--- src/sv/kfs_pkg.sv ---
// shared types and constants of the scalar kalman smoother
package kfs_pkg;

  // channel count and field widths
  localparam int CHANNELS  = 4;
  localparam int CH_W      = 2;
  localparam int SAMPLE_W  = 8;
  localparam int FRAC_W    = 16;
  localparam int VAR_W     = 24;
  localparam int EST_W     = 25;
  localparam int K_W       = 16;
  localparam int QUO_W     = K_W + 1;
  localparam int DIV_CNT_W = $clog2(QUO_W);
  localparam int PROD_W    = EST_W + QUO_W;
  localparam int CFG_W     = 24;
  localparam int CFG_IDX_W = 1;

  // reset values
  localparam logic [EST_W-1:0] EST_RESET = 25'd65536;
  localparam logic [VAR_W-1:0] VAR_RESET = 24'd1966080;
  localparam logic [CFG_W-1:0] Q_RESET   = 24'd806;
  localparam logic [CFG_W-1:0] R_RESET   = 24'd1031641;

  // saturation limits and unity gain
  localparam logic [EST_W-1:0] EST_MAX = {EST_W{1'b1}};
  localparam logic [VAR_W-1:0] VAR_MAX = {VAR_W{1'b1}};
  localparam logic [K_W-1:0]   K_MAX   = {K_W{1'b1}};
  localparam logic [QUO_W-1:0] ONE_Q16 = {1'b1, {K_W{1'b0}}};

  // configuration register indexes
  localparam logic [CFG_IDX_W-1:0] CFG_PROCESS_NOISE     = 1'b0;
  localparam logic [CFG_IDX_W-1:0] CFG_MEASUREMENT_NOISE = 1'b1;

  // one channel's stored state
  typedef struct packed {
    logic [EST_W-1:0] estimate;
    logic [VAR_W-1:0] variance;
  } kfs_state_t;

  // state memory port control
  typedef struct packed {
    logic            rd_en;
    logic [CH_W-1:0] rd_addr;
    logic            wr_en;
    logic [CH_W-1:0] wr_addr;
  } kfs_mem_ctl_t;

endpackage

--- src/sv/kfs_state_mem.sv ---
// per-channel state memory with registered read and reset-value valid bits
module kfs_state_mem (
  input  logic                 clk,
  input  logic                 rst_n,
  input  kfs_pkg::kfs_mem_ctl_t ctl,
  input  kfs_pkg::kfs_state_t  wr_data,
  output kfs_pkg::kfs_state_t  rd_data
);

  kfs_pkg::kfs_state_t                 mem [kfs_pkg::CHANNELS];
  logic [kfs_pkg::CHANNELS-1:0]        valid_r;
  kfs_pkg::kfs_state_t                 rd_raw_r;
  logic                                rd_valid_r;
  kfs_pkg::kfs_state_t                 reset_entry;

  // storage array, written and read in clocked blocks
  always_ff @(posedge clk) begin
    if (ctl.wr_en) begin
      mem[ctl.wr_addr] <= wr_data;
    end
    if (ctl.rd_en) begin
      rd_raw_r <= mem[ctl.rd_addr];
    end
  end

  // valid bits: an entry never written reads as the reset state
  always_ff @(posedge clk) begin
    if (!rst_n) begin
      valid_r    <= '0;
      rd_valid_r <= 1'b0;
    end else begin
      if (ctl.wr_en) begin
        valid_r[ctl.wr_addr] <= 1'b1;
      end
      if (ctl.rd_en) begin
        rd_valid_r <= valid_r[ctl.rd_addr];
      end
    end
  end

  assign reset_entry.estimate = kfs_pkg::EST_RESET;
  assign reset_entry.variance = kfs_pkg::VAR_RESET;
  assign rd_data = rd_valid_r ? rd_raw_r : reset_entry;

endmodule

--- src/sv/kfs_div.sv ---
// radix-2 restoring divider for the gain: floor(dividend * 2^16 / divisor)
module kfs_div (
  input  logic                        clk,
  input  logic                        rst_n,
  input  logic                        start,
  input  logic [kfs_pkg::VAR_W-1:0]   dividend,
  input  logic [kfs_pkg::EST_W-1:0]   divisor,
  output logic                        done,
  output logic [kfs_pkg::QUO_W-1:0]   quotient
);

  logic                             busy_r;
  logic                             done_r;
  logic [kfs_pkg::DIV_CNT_W-1:0]    cnt_r;
  logic [kfs_pkg::EST_W-1:0]        rem_r;
  logic [kfs_pkg::EST_W-1:0]        den_r;
  logic [kfs_pkg::QUO_W-1:0]        quo_r;
  logic [kfs_pkg::EST_W:0]          trial;
  logic [kfs_pkg::EST_W:0]          diff;
  logic                             qbit;

  // first step compares the dividend itself, later steps shift in a zero
  always_comb begin
    if (cnt_r == '0) begin
      trial = {1'b0, rem_r};
    end else begin
      trial = {rem_r, 1'b0};
    end
    diff = trial - {1'b0, den_r};
    qbit = (trial >= {1'b0, den_r});
  end

  // control: count quotient bits, pulse done after the last one
  always_ff @(posedge clk) begin
    if (!rst_n) begin
      busy_r <= 1'b0;
      done_r <= 1'b0;
      cnt_r  <= '0;
    end else begin
      if (start) begin
        busy_r <= 1'b1;
        done_r <= 1'b0;
        cnt_r  <= '0;
      end else if (busy_r) begin
        if (cnt_r == kfs_pkg::DIV_CNT_W'(kfs_pkg::QUO_W - 1)) begin
          busy_r <= 1'b0;
          done_r <= 1'b1;
        end else begin
          done_r <= 1'b0;
          cnt_r  <= cnt_r + 1'b1;
        end
      end else begin
        done_r <= 1'b0;
      end
    end
  end

  // datapath: partial remainder and quotient
  always_ff @(posedge clk) begin
    if (start) begin
      rem_r <= {1'b0, dividend};
      den_r <= divisor;
      quo_r <= '0;
    end else if (busy_r) begin
      rem_r <= qbit ? diff[kfs_pkg::EST_W-1:0] : trial[kfs_pkg::EST_W-1:0];
      quo_r <= {quo_r[kfs_pkg::QUO_W-2:0], qbit};
    end
  end

  assign done     = done_r;
  assign quotient = quo_r;

endmodule

--- src/sv/scalar_kalman_smoother.sv ---
// top level of the scalar kalman smoother: sequencer, datapath and config registers
//
//   port group   direction  handshake          payload
//   in_*         input      in_valid/in_stall    channel, sample, nudge
//   out_*        output     out_valid/out_stall  channel_out, filtered
//   cfg_*        input      cfg_we               cfg_index, cfg_data
//
// one beat in, one beat out; an item goes from acceptance to its result being offered
// through read, prepare, 17 gain divider steps and the divider done step, two shared
// multiplier steps and write-back; the next beat is not taken before the previous item
// has left write-back. in_stall is high while an item is in work.
// the result register lets the next beat enter while a result waits; a result
// stalled at the output holds the sequencer in write-back. rst_n is synchronous;
// after reset every channel reads as estimate 1.0, variance 30.0.
module scalar_kalman_smoother (
  input  logic                            clk,
  input  logic                            rst_n,
  input  logic                            in_valid,
  output logic                            in_stall,
  input  logic [kfs_pkg::CH_W-1:0]        in_channel,
  input  logic [kfs_pkg::SAMPLE_W-1:0]    in_sample,
  input  logic [kfs_pkg::SAMPLE_W-1:0]    in_nudge,
  output logic                            out_valid,
  input  logic                            out_stall,
  output logic [kfs_pkg::CH_W-1:0]        out_channel_out,
  output logic [kfs_pkg::SAMPLE_W-1:0]    out_filtered,
  input  logic                            cfg_we,
  input  logic [kfs_pkg::CFG_IDX_W-1:0]   cfg_index,
  input  logic [kfs_pkg::CFG_W-1:0]       cfg_data
);

  localparam logic [2:0] ST_IDLE = 3'd0;
  localparam logic [2:0] ST_READ = 3'd1;
  localparam logic [2:0] ST_PREP = 3'd2;
  localparam logic [2:0] ST_DIV  = 3'd3;
  localparam logic [2:0] ST_MULA = 3'd4;
  localparam logic [2:0] ST_MULB = 3'd5;
  localparam logic [2:0] ST_WB   = 3'd6;

  logic [2:0]                         state_r;
  logic [2:0]                         state_nxt;

  logic [kfs_pkg::CFG_W-1:0]          q_r;
  logic [kfs_pkg::CFG_W-1:0]          r_r;

  logic [kfs_pkg::CH_W-1:0]           ch_r;
  logic                               ch_ok_r;
  logic [kfs_pkg::SAMPLE_W-1:0]       sample_r;
  logic [kfs_pkg::SAMPLE_W-1:0]       nudge_r;
  logic [kfs_pkg::EST_W-1:0]          xp_r;
  logic [kfs_pkg::VAR_W-1:0]          pp_r;
  logic                               den_zero_r;
  logic [kfs_pkg::EST_W-1:0]          diff_r;
  logic                               up_r;
  logic [kfs_pkg::K_W-1:0]            k_r;
  logic [kfs_pkg::PROD_W-1:0]         prod_r;
  logic [kfs_pkg::EST_W-1:0]          xn_r;

  logic                               out_valid_r;
  logic [kfs_pkg::CH_W-1:0]           out_ch_r;
  logic [kfs_pkg::SAMPLE_W-1:0]       out_filt_r;

  logic                               accept;
  logic                               out_load;
  kfs_pkg::kfs_mem_ctl_t              mem_ctl;
  kfs_pkg::kfs_state_t                mem_rd;
  kfs_pkg::kfs_state_t                mem_wr;
  logic                               div_start;
  logic                               div_done;
  logic [kfs_pkg::QUO_W-1:0]          div_quo;

  logic [kfs_pkg::EST_W:0]            xp_sum;
  logic [kfs_pkg::VAR_W:0]            pp_sum;
  logic [kfs_pkg::EST_W:0]            den_sum;
  logic [kfs_pkg::EST_W-1:0]          z_ext;
  logic [kfs_pkg::EST_W-1:0]          mul_a;
  logic [kfs_pkg::QUO_W-1:0]          mul_b;
  logic [kfs_pkg::EST_W-1:0]          corr;
  logic [kfs_pkg::EST_W:0]            xn_up;
  logic [kfs_pkg::EST_W-1:0]          xn_val;
  logic [kfs_pkg::EST_W-kfs_pkg::FRAC_W-1:0] whole;

  assign accept   = in_valid && !in_stall;
  assign in_stall = (state_r != ST_IDLE);
  assign out_load = (state_r == ST_WB) && (!out_valid_r || !out_stall);

  // configuration registers
  always_ff @(posedge clk) begin
    if (!rst_n) begin
      q_r <= kfs_pkg::Q_RESET;
      r_r <= kfs_pkg::R_RESET;
    end else if (cfg_we) begin
      unique case (cfg_index)
        kfs_pkg::CFG_PROCESS_NOISE:     q_r <= cfg_data;
        kfs_pkg::CFG_MEASUREMENT_NOISE: r_r <= cfg_data;
        default: ;
      endcase
    end
  end

  // sequencer
  always_comb begin
    state_nxt = state_r;
    unique case (state_r)
      ST_IDLE: if (accept) state_nxt = ST_READ;
      ST_READ: state_nxt = ST_PREP;
      ST_PREP: state_nxt = ST_DIV;
      ST_DIV:  if (div_done) state_nxt = ST_MULA;
      ST_MULA: state_nxt = ST_MULB;
      ST_MULB: state_nxt = ST_WB;
      ST_WB:   if (out_load) state_nxt = ST_IDLE;
      default: state_nxt = ST_IDLE;
    endcase
  end

  always_ff @(posedge clk) begin
    if (!rst_n) begin
      state_r <= ST_IDLE;
    end else begin
      state_r <= state_nxt;
    end
  end

  // state memory: read at acceptance, write back once the result is handed over
  assign mem_ctl.rd_en   = accept;
  assign mem_ctl.rd_addr = in_channel;
  assign mem_ctl.wr_en   = out_load && ch_ok_r;
  assign mem_ctl.wr_addr = ch_r;
  assign mem_wr.estimate = xn_r;
  assign mem_wr.variance = prod_r[kfs_pkg::VAR_W+kfs_pkg::FRAC_W-1:kfs_pkg::FRAC_W];

  kfs_state_mem u_mem (
    .clk     (clk),
    .rst_n   (rst_n),
    .ctl     (mem_ctl),
    .wr_data (mem_wr),
    .rd_data (mem_rd)
  );

  // gain divider, divisor taken straight from the prior variance plus noise
  assign div_start = (state_r == ST_PREP);

  kfs_div u_div (
    .clk      (clk),
    .rst_n    (rst_n),
    .start    (div_start),
    .dividend (pp_r),
    .divisor  (den_sum[kfs_pkg::EST_W-1:0]),
    .done     (div_done),
    .quotient (div_quo)
  );

  // prediction sums (saturated when registered), gain denominator and scaled sample
  always_comb begin
    xp_sum  = {1'b0, mem_rd.estimate}
            + {2'b00, nudge_r, {kfs_pkg::FRAC_W{1'b0}}};
    pp_sum  = {1'b0, mem_rd.variance} + {1'b0, q_r};
    den_sum = {2'b00, pp_r} + {2'b00, r_r};
    z_ext   = {1'b0, sample_r, {kfs_pkg::FRAC_W{1'b0}}};
  end

  // shared multiplier operands: correction first, then variance update
  always_comb begin
    if (state_r == ST_MULA) begin
      mul_a = diff_r;
      mul_b = {1'b0, k_r};
    end else begin
      mul_a = {1'b0, pp_r};
      mul_b = kfs_pkg::ONE_Q16 - {1'b0, k_r};
    end
  end

  // estimate update from the correction product
  always_comb begin
    corr  = prod_r[kfs_pkg::EST_W+kfs_pkg::FRAC_W-1:kfs_pkg::FRAC_W];
    xn_up = {1'b0, xp_r} + {1'b0, corr};
    if (up_r) begin
      xn_val = xn_up[kfs_pkg::EST_W] ? kfs_pkg::EST_MAX : xn_up[kfs_pkg::EST_W-1:0];
    end else begin
      xn_val = xp_r - corr;
    end
    whole = xn_r[kfs_pkg::EST_W-1:kfs_pkg::FRAC_W];
  end

  // datapath registers
  always_ff @(posedge clk) begin
    if (accept) begin
      ch_r     <= in_channel;
      ch_ok_r  <= ({1'b0, in_channel} < (kfs_pkg::CH_W + 1)'(kfs_pkg::CHANNELS));
      sample_r <= in_sample;
      nudge_r  <= in_nudge;
    end
    if (state_r == ST_READ) begin
      xp_r <= xp_sum[kfs_pkg::EST_W] ? kfs_pkg::EST_MAX : xp_sum[kfs_pkg::EST_W-1:0];
      pp_r <= pp_sum[kfs_pkg::VAR_W] ? kfs_pkg::VAR_MAX : pp_sum[kfs_pkg::VAR_W-1:0];
    end
    if (state_r == ST_PREP) begin
      den_zero_r <= (den_sum == '0);
    end
    if (state_r == ST_DIV) begin
      up_r   <= (z_ext >= xp_r);
      diff_r <= (z_ext >= xp_r) ? (z_ext - xp_r) : (xp_r - z_ext);
      if (den_zero_r) begin
        k_r <= '0;
      end else if (div_quo[kfs_pkg::K_W]) begin
        k_r <= kfs_pkg::K_MAX;
      end else begin
        k_r <= div_quo[kfs_pkg::K_W-1:0];
      end
    end
    if (state_r == ST_MULA || state_r == ST_MULB) begin
      prod_r <= kfs_pkg::PROD_W'(mul_a) * kfs_pkg::PROD_W'(mul_b);
    end
    if (state_r == ST_MULB) begin
      xn_r <= xn_val;
    end
  end

  // result register
  always_ff @(posedge clk) begin
    if (!rst_n) begin
      out_valid_r <= 1'b0;
    end else if (out_load) begin
      out_valid_r <= 1'b1;
    end else if (!out_stall) begin
      out_valid_r <= 1'b0;
    end
  end

  always_ff @(posedge clk) begin
    if (out_load) begin
      out_ch_r <= ch_r;
      if (!ch_ok_r) begin
        out_filt_r <= '0;
      end else if (whole[kfs_pkg::EST_W-kfs_pkg::FRAC_W-1]) begin
        out_filt_r <= {kfs_pkg::SAMPLE_W{1'b1}};
      end else begin
        out_filt_r <= whole[kfs_pkg::SAMPLE_W-1:0];
      end
    end
  end

  assign out_valid       = out_valid_r;
  assign out_channel_out = out_ch_r;
  assign out_filtered    = out_filt_r;

endmodule

--- config.mk ---
export PLATFORM = sky130hd
export DESIGN_NAME = scalar_kalman_smoother
export DESIGN_NICKNAME = d
export VERILOG_FILES = /design/src/sv/kfs_pkg.sv /design/src/sv/kfs_state_mem.sv /design/src/sv/kfs_div.sv /design/src/sv/scalar_kalman_smoother.sv
export SDC_FILE = /design/constraint.sdc
export NUM_CORES = 2
export LEC_CHECK = 0
export BUFFER_PORTS_ARGS = -buffer_cell sky130_fd_sc_hd__buf_2
export CAP_MARGIN = 20
export CELL_PAD_IN_SITES_DETAIL_PLACEMENT = 0
export CELL_PAD_IN_SITES_GLOBAL_PLACEMENT = 1
export CORE_ASPECT_RATIO = 0.5
export CORE_MARGIN = 10
export CORE_UTILIZATION = 48
export CTS_BUF_LIST = sky130_fd_sc_hd__clkbuf_4
export DETAILED_ROUTE_END_ITERATION = 6
export PLACE_DENSITY = 0.81
export SLEW_MARGIN = 20
export SYNTH_ARGS = -nofsm -noshare
export SYNTH_HDL_FRONTEND = slang
export SYNTH_HIERARCHICAL = 1
export SYNTH_SLANG_ARGS = --single-unit
--- constraint.sdc ---
create_clock -name clk -period 8.9 [get_ports clk]
set_clock_uncertainty 0.1 [all_clocks]
set_input_delay 0.89 -clock clk [delete_from_list [all_inputs] [get_ports clk]]
set_output_delay 0.89 -clock clk [all_outputs]
set_load 0.01 [all_outputs]
==> results.json <==
{
  "outcome": "completed",
  "max_stage_delay_ns": 0.55,
  "port_buffers": 59,
  "synth_area_mm2": 0.0411,
  "vias_per_cell": 5.51,
  "synth_seq_cells": 546,
  "die_y_um": 227,
  "synth-xor-area-share_pct": 2.56,
  "hold_viol_final": 0,
  "fp.dieW_um": 434,
  "critical_path.endpoint_type": "flop",
  "finalSetupViolations": 0,
  "synthArstFlopShare_pct": 0,
  "setup_tns_ns": 0,
  "routedWlPerCell_um": 20.0,
  "cap_violations": 0,
  "pre_cts_slack_ns": 0.264,
  "yosysWarningCount": 6,
  "track_usage_pct": 21.3,
  "setup_slack_ns": 0.390,
  "cp_common_cell": "fa_1",
  "initial_utilization_pct": 48.7,
  "cts_tree": "built",
  "syn_nets": 4531,
  "grt_first_pass_wirelength_um": 164000,
  "hold_path_class": "input port to flop",
  "drtIter0Drc": 2469,
  "fillers": 7470,
  "root_buffer": "clkbuf_4",
  "drive_gt1_share_pct": 12.7,
  "area_growth_pct": 8.91,
  "routed_wl_um": 105000,
  "synth_cells": 3875,
  "die_area_mm2": 0.0983,
  "synth_compound_area_share_pct": 9.51,
  "rsz0062_at_grt": "false",
  "insertion_delay_ns": 0.97,
  "synth_edf_count": 464,
  "slew_violations": 0,
  "synth_area_per_cell_um2": 10.6,
  "rows": 75,
  "tightestPinTransition_ns": 1.03,
  "cpLargestDelayFamily": "adder cells",
  "start_kind": "flop",
  "gr-total-overflow": 0,
  "vias": 28900,
  "globalplace.congestion": 0.923,
  "synth_cell_types": 102,
  "cts_buffer_depth": 3,
  "path_clk_slew_ns": 0.08,
  "ios": 60,
  "cts_inserted_buffers": 132,
  "synthAdderAreaFrac_pct": 24.9,
  "cts.sinks": 546,
  "dr.pass1.iters": 6,
  "yosys.area_share.simple_pct": 12.6,
  "slew_headroom_pct": 31.5,
  "synthMuxAreaShare_pct": 5.66,
  "grt_max_degree": 71,
  "drc": 0,
  "synthFlopType": "edfxtp_1",
  "synth_top_family_by_area": "adder cells",
  "post-dp-hpwl_um": 78500,
  "critPathKind": "flop to flop",
  "critPathMaxFanout": 14,
  "h-tree-depth": 4,
  "crit_required_ns": 9.49,
  "core_mm2": 0.0843,
  "max_freq_mhz": 118,
  "yosysSeqAreaShare_pct": 37.9,
  "path_buf_inv": 6,
  "cp_slowest_cell": "dfxtp_1",
  "antenna_found_initial": 5,
  "min_period_ns": 8.51,
  "nNetsFinal": 4670,
  "grt_pass1_vias": 29000,
  "fin_crit_sh_pct": 95.6,
  "ant_nets": 0,
  "crit_arrival_ns": 9.10
}
cell usage in the layout, fill, tap and decap left out, drive strengths merged, types with 39 or more instances in the layout:
cell type and count:
o21ai 112, nand3 50, dfxtp 82, ha 260
nand2b 45, nor2 293, fa 348, buf 133
nand2 499, and2 70, edfxtp 464, clkbuf 190
mux2i 60, mux4 49, a21oi 159, nor3 45
xor2 39, mux2 54, a21o 51, inv 573
xnor2 81
stage by stage:
step	hold WS [ns]	area, um^2	std cells	util, %
after global routing	0.00877	44700	5241	53.1
after detailed placement	0.352	42700	4976	50.7
after global placement	0.347	42700	4976	50.7
after floorplan	0.340	41100	3875	-
final	0.101	44700	5241	53.1
after CTS	0.00491	44600	5232	52.9
worst paths after layout:
kind                     from                to  slack [ns]  cells after the start
max reg2reg        state_r[2]        prod_r[40]        0.39                     27
min              cfg_data[16]           r_r[16]        0.10                      3
max                state_r[2]        prod_r[40]        0.39                     27
min reg2reg  u_mem/valid_r[0]  u_mem/valid_r[0]        0.37                      1
state kept, by name, indices dropped and copies added (netlist names), 24 cells and up:
| name | count |
|---|---|
| u_mem/rd_raw_r | 49 |
| pp_r | 24 |
| xp_r | 25 |
| u_div/rem_r | 25 |
| diff_r | 25 |
| prod_r | 25 |
| r_r | 24 |
| q_r | 24 |
| u_mem/mem | 196 |
| xn_r | 25 |
| u_div/den_r | 25 |
final cells by class:
type                       count  area (um^2)  share of cell area, %
clock buffer                 190         1430                   3.19
inverter                     565         2120                   4.74
clock inverter                48          314                  0.702
antenna                        7         17.5                 0.0392
tap                         1116         1400                   3.12
multi-input combinational   2618        22800                   51.0
sequential                   546        15600                   34.8
timing repair buffer         151         1070                   2.40
worst register-to-register path, cell delays in order, from the launching register on:
cell and delay, ns:
dfxtp_1 0.55, nor2b_2 0.40, nor2b_4 0.47, buf_4 0.29
mux2_2 0.45, nand2_1 0.15, fa_1 0.55, inv_1 0.05
fa_1 0.47, inv_1 0.05, fa_1 0.52, inv_1 0.06
fa_1 0.44, fa_1 0.51, inv_1 0.05, fa_1 0.53
inv_1 0.06, ha_1 0.33, a21o_1 0.17, a21oi_1 0.21
o21ai_0 0.16, a221o_1 0.34, a32oi_1 0.36, a311oi_1 0.19
o21a_1 0.23, o21a_1 0.23, o41ai_2 0.24, xnor2_1 0.12
synthesized netlist by cell type, drive strengths merged, types with 50 or more instances:
cell	count	area share [%]
a21o	51	0.95
a21oi	159	1.9
and2	70	1.1
clkbuf	115	1.1
dfxtp	82	4.0
edfxtp	464	34
fa	348	17
ha	260	7.9
inv	565	5.2
mux2	54	1.5
mux2i	60	1.5
nand2	499	4.6
nand3	50	0.61
nor2	293	2.7
o21ai	112	1.4
xnor2	81	1.7
metal layers:
layer | vias up | wire length, um | track usage [%]
met1 | 14400 | 49000 | 30.8
met4 | 0 | 1810 | 5.05
met2 | 946 | 46000 | 32.8
met5 | - | 0 | 0
li1 | 13500 | - | -
met3 | 134 | 7730 | 4.31
cell families after synthesis:
group / Yosys count
compound gates: 583
xor+xnor: 120
fa+ha+maj: 608
buf+inv: 712
flops: 546
mux: 163
simple gates: 1143
what timing repair did:
item / 4_1_cts / 5_1_grt
resized for setup: 0 / 6
endpoints found under the hold margin: 18 / 0
setup buffers: 0 / 1
setup endpoints to repair: 0 / 7
hold buffers: 18 / 0
Power is not shown: default switching activity piles up to over one toggle a cycle in this logic, so the estimate is an artifact.
